<file path="config.mk">
export PLATFORM = sky130hd
export DESIGN_NAME = ptes_ctrl
export DESIGN_NICKNAME = d
export VERILOG_FILES = /design/src/rtl/ptes_pkg.sv /design/src/rtl/ptes_ctrl.sv
export SDC_FILE = /design/constraint.sdc
export NUM_CORES = 1
export LEC_CHECK = 0
export BUFFER_PORTS_ARGS = -buffer_cell sky130_fd_sc_hd__buf_2
export CORE_AREA = 2 2 39 41
export DETAILED_ROUTE_END_ITERATION = 12
export DIE_AREA = 0 0 41 43
export GPL_ROUTABILITY_DRIVEN = 0
export PLACE_DENSITY = 0.43
export SYNTH_ARGS = -nofsm -noshare
export SYNTH_HDL_FRONTEND = slang
export SYNTH_SLANG_ARGS = --single-unit
</file>
<file path="constraint.sdc">
create_clock -name clk -period 1.4 [get_ports clk]
set_clock_uncertainty 0.1 [all_clocks]
set_input_delay 0.28 -clock clk [delete_from_list [all_inputs] [get_ports clk]]
set_output_delay 0.28 -clock clk [all_outputs]
set_load 0.02 [all_outputs]
</file>
<file path="src/rtl/ptes_pkg.sv">
// ----------------------------------------------------------------------------
// Portal table escape select package
// Shared command, status and controller-to-datapath types.
// ----------------------------------------------------------------------------
package ptes_pkg;

    localparam logic [1:0] CMD_CLEAR  = 2'd0;
    localparam logic [1:0] CMD_INSERT = 2'd1;
    localparam logic [1:0] CMD_ESCAPE = 2'd2;

    localparam logic [2:0] ST_CLEARED = 3'd0;
    localparam logic [2:0] ST_NEW     = 3'd1;
    localparam logic [2:0] ST_UPDATED = 3'd2;
    localparam logic [2:0] ST_FULL    = 3'd3;
    localparam logic [2:0] ST_FOUND   = 3'd4;
    localparam logic [2:0] ST_NONE    = 3'd5;

    localparam int unsigned COUNT_BITS = 7;
    localparam int unsigned INDEX_BITS = 6;

    // Controller commands to the datapath
    typedef struct packed {
        logic load;      // capture input item, reset scan bookkeeping
        logic clear;     // clear the table
        logic rd_en;     // issue read of entry at scan pointer
        logic eval;      // evaluate read data of previous entry
        logic write;     // write insert item at chosen entry
        logic finish;    // form result
    } ptes_cmd_t;

    typedef struct packed {
        logic       last_rd;  // scan pointer at last entry
        logic [1:0] cmd;      // captured command
    } ptes_stat_t;

endpackage

</file>
<file path="src/rtl/ptes_ctrl.sv">
// ----------------------------------------------------------------------------
// Portal table controller
// Sequences accept, entry scan, table write and result strobe.
// ----------------------------------------------------------------------------
module ptes_ctrl
    import ptes_pkg::*;
(
    input  logic       clk,
    input  logic       rst_n,
    input  logic       start,
    output logic       busy,
    output ptes_cmd_t  ctl,
    input  ptes_stat_t stat
);

    localparam logic [1:0] S_IDLE = 2'd0;
    localparam logic [1:0] S_SCAN = 2'd1;
    localparam logic [1:0] S_LAST = 2'd2;
    localparam logic [1:0] S_DONE = 2'd3;

    logic [1:0] state_reg, state_next;

    // Next state and commands
    always_comb
    begin
        state_next = state_reg;
        ctl        = '0;
        case (state_reg)
            S_IDLE:
            begin
                if (start)
                begin
                    ctl.load   = 1'b1;
                    state_next = S_SCAN;
                end
            end
            S_SCAN:
            begin
                if (stat.cmd == CMD_INSERT || stat.cmd == CMD_ESCAPE)
                begin
                    ctl.rd_en = 1'b1;
                    if (stat.last_rd)
                    begin
                        state_next = S_LAST;
                    end
                end
                else
                begin
                    state_next = S_DONE;
                end
                ctl.eval = 1'b0;
            end
            S_LAST:
            begin
                ctl.eval   = 1'b1;
                state_next = S_DONE;
            end
            S_DONE:
            begin
                ctl.clear  = (stat.cmd == CMD_CLEAR);
                ctl.write  = (stat.cmd == CMD_INSERT);
                ctl.finish = 1'b1;
                state_next = S_IDLE;
            end
            default:
            begin
                state_next = S_IDLE;
            end
        endcase
    end

    assign busy = (state_reg != S_IDLE);

    // State register
    always_ff @(posedge clk or negedge rst_n)
    begin
        if (!rst_n)
        begin
            state_reg <= S_IDLE;
        end
        else
        begin
            state_reg <= state_next;
        end
    end

    // Result strobe ends every command, and only while busy
    a_finish_after_work: assert property (@(posedge clk) disable iff (!rst_n)
        ctl.finish |-> !start || busy)
        else $error("finish outside busy");
    a_load_idle: assert property (@(posedge clk) disable iff (!rst_n)
        ctl.load |=> busy)
        else $error("load did not enter scan");
    a_last_to_done: assert property (@(posedge clk) disable iff (!rst_n)
        (state_reg == S_LAST) |=> (state_reg == S_DONE))
        else $error("last read not followed by result");

endmodule

</file>
==> results.sh <==
export IMPL_grt_max_degree=5
export IMPL_yosysSeqAreaShare_pct=20.2
export IMPL_crit_chain="inv_2 -> ha_4 -> and2_4 -> buf_6"
export IMPL_top_usage_layer="met2"
export IMPL_routed_via_density=3.81
export IMPL_power_frac_seq_pct=12.9
export IMPL_timing_fmax_mhz=643
export IMPL_clock_latency_ps=220
export IMPL_num_rows=14
export IMPL_cts_tree="yes"
export IMPL_crit_required_ps=1020
export IMPL_syn_avg_cell_area_um2=8.85
export IMPL_grt_util_met2_pct=14.7
export IMPL_fin_util_pct=38.1
export IMPL_finalCritPeriodShare_pct=111
export IMPL_drv_slew=0
export IMPL_net_switching_power_w=0.000447
export IMPL_antenna_cells=0
export IMPL_die_w_um=41
export IMPL_yosys_register_bits=2
export IMPL_ys_warn_count=0
export IMPL_synth_top_area_share_pct=35.4
export IMPL_power_leakage_nw=0.278
export IMPL_mostFrequentLayoutCells="8 x buf_2, 8 x buf_4, 6 x buf_6"
export IMPL_grt_usage_pct=8.19
export IMPL_cts_buffers_inserted=3
export IMPL_cpPeakStageDelay_ps=410
export IMPL_p_sw_share_pct=40.7
export IMPL_die_h_um=43
export IMPL_vias=267
export IMPL_dp_final_hpwl_um=426
export IMPL_cp_start_kind="flop"
export IMPL_first_global_vias=258
export IMPL_status="finished, violations left"
export IMPL_hp_class="input port to async pin"
export IMPL_drtPass1Iterations=2
export IMPL_initial_core_util_pct=17.9
export IMPL_clock_sinks=2
export IMPL_yosysUniqueCellTypes=11
export IMPL_setup_ws_ps=-154
export IMPL_clk_pin_slew_ps=30
export IMPL_clkPwrFrac_pct=11.5
export IMPL_power_density_nw_per_um2=2080
export IMPL_ir_worst_vdd_mv=0.524
export IMPL_rsz0062_at_grt="true"
export IMPL_ctsHtreeMaxLevel=1
export IMPL_nNetsFinal=69
export IMPL_slew_headroom_pct=86.1
export IMPL_routedWlPerCell_um=9.31
export IMPL_worst_pin_slew_ps=207
export IMPL_whs_ps=274
export IMPL_largest_register_ffs=2
export IMPL_violations="setup timing"
export IMPL_grtUsageMet1_pct=7.28
export IMPL_setup_viol=8
export IMPL_clockRootBuffer="clkbuf_4"
export IMPL_crit_arrival_ps=1170
export IMPL_grt_pass1_wl_um=924
export IMPL_end_kind="output pin"
export IMPL_syn_area_um2=248
export IMPL_cts_buffer_depth=2
export IMPL_drc_errors=0
export IMPL_post_place_ws_ps=-34.8
export IMPL_drive_gt1_share_pct=70.4
export IMPL_die_area_um2=1760
export IMPL_syn2layout_area_growth_pct=113
export IMPL_grt_overflow=0
export IMPL_drt_iter0_markers=1
export IMPL_wl_um=652
export IMPL_worstSetupPathType="flop to output pin"
export IMPL_design_portCount=13
export IMPL_cap_violations=0
export IMPL_postRouteAntennaNets=0
export IMPL_finalHoldViolations=0
export IMPL_grt_use_met3_pct=0
export IMPL_crit_path_max_fanout=3
export IMPL_port_buffer_count=12
export IMPL_yosys_top_cells_area="ha_1 35%, dfrtp_1 20%, inv_1 11%"
export IMPL_post_route_min_period_ps=1550
export IMPL_critPathSlowestCell="dfrtp_1"
export IMPL_synth_top_area_cell="ha_1"
export IMPL_power_frac_comb_pct=75.6
export IMPL_coreArea_um2=1380
export IMPL_syn_num_nets=41
export IMPL_syn_inst=28
export IMPL_internal_power_w=0.000652
export IMPL_antenna_found_initial=0
## final cells by class
class	instances	area, µm²
Sequential cell	2	51.3
Fill cell	138	857
Tap cell	16	20.0
Inverter	7	26.3
Clock buffer	3	22.5
Timing Repair Buffer	23	178
Multi-Input combinational cell	19	229
## per-layer routing
layer	share of wire (%)	routed length [µm]	up-vias
li1	-	-	140
met1	37	239	120
met2	57	374	7
met3	5.8	38	0
met4	0	0	0
met5	0	0	-
## metrics by stage
stage	power [W]	std cells	TNS [ps]	instance area, µm²
floorplan	0.000469	28	0	248
global placement	0.000640	61	-40.9	365
detailed placement	0.000643	61	-54.4	365
CTS	0.00107	70	-887	519
global route	0.00117	70	-1200	527
finish	0.00110	70	-876	527
## cell families after synthesis
family / count (synthesis) / share of synthesized area (%)
AOI/OAI and AO/OA: 3 / 8.08
adders and majority gates: 7 / 35.4
buffers and inverters: 7 / 10.6
DFF: 2 / 20.2
muxes: 1 / 6.06
and+or+nand+nor: 8 / 19.7
## worst paths after layout
path / start / to / slack, ps / cells after the start
max: state_reg[1] / ctl[5] / -150 / 4
min: rst_n / state_reg[0] / 270 / 2
max reg2reg: state_reg[1] / state_reg[1] / -130 / 7
min reg2reg: state_reg[0] / state_reg[0] / 540 / 2
max in group asynchronous: rst_n / state_reg[0] / 820 / 2
min in group clk: start / state_reg[0] / 410 / 4
## what timing repair did
action / CTS / global route
hold endpoints to repair: 2 / 0
setup endpoints to repair: 8 / 9
resized for setup: 23 / 3
hold buffers: 1 / 0
setup buffers: 5 / 0
pin swaps: 6 / 0
## worst max-delay path: cells and delay by family (launching register included)
| kind | cells | cell delay, ps |
|---|---|---|
| adder cells (fa/ha/maj) | 1 | 160 |
| buffers and inverters | 2 | 250 |
| flip-flops | 1 | 410 |
| AND/OR/NAND/NOR | 1 | 140 |
## cell usage after synthesis, drive strengths merged
library cell,instances
a211oi,1
a31oi,2
and2,3
dfrtp,2
ha,7
inv,7
mux2,1
nand2,2
nand2b,1
nand3b,1
or2,1
## power by group through the flow
stage,clock network [W],registers (W),logic [W]
after floorplan,0,0.000119,0.000350
after global placement,0,0.000125,0.000515
after detailed placement,0,0.000127,0.000516
after CTS,0.000135,0.000141,0.000797
after global routing,0.000134,0.000145,0.000891
final,0.000126,0.000142,0.000830
No activity file was read; power rests on OpenSTA's default activity.
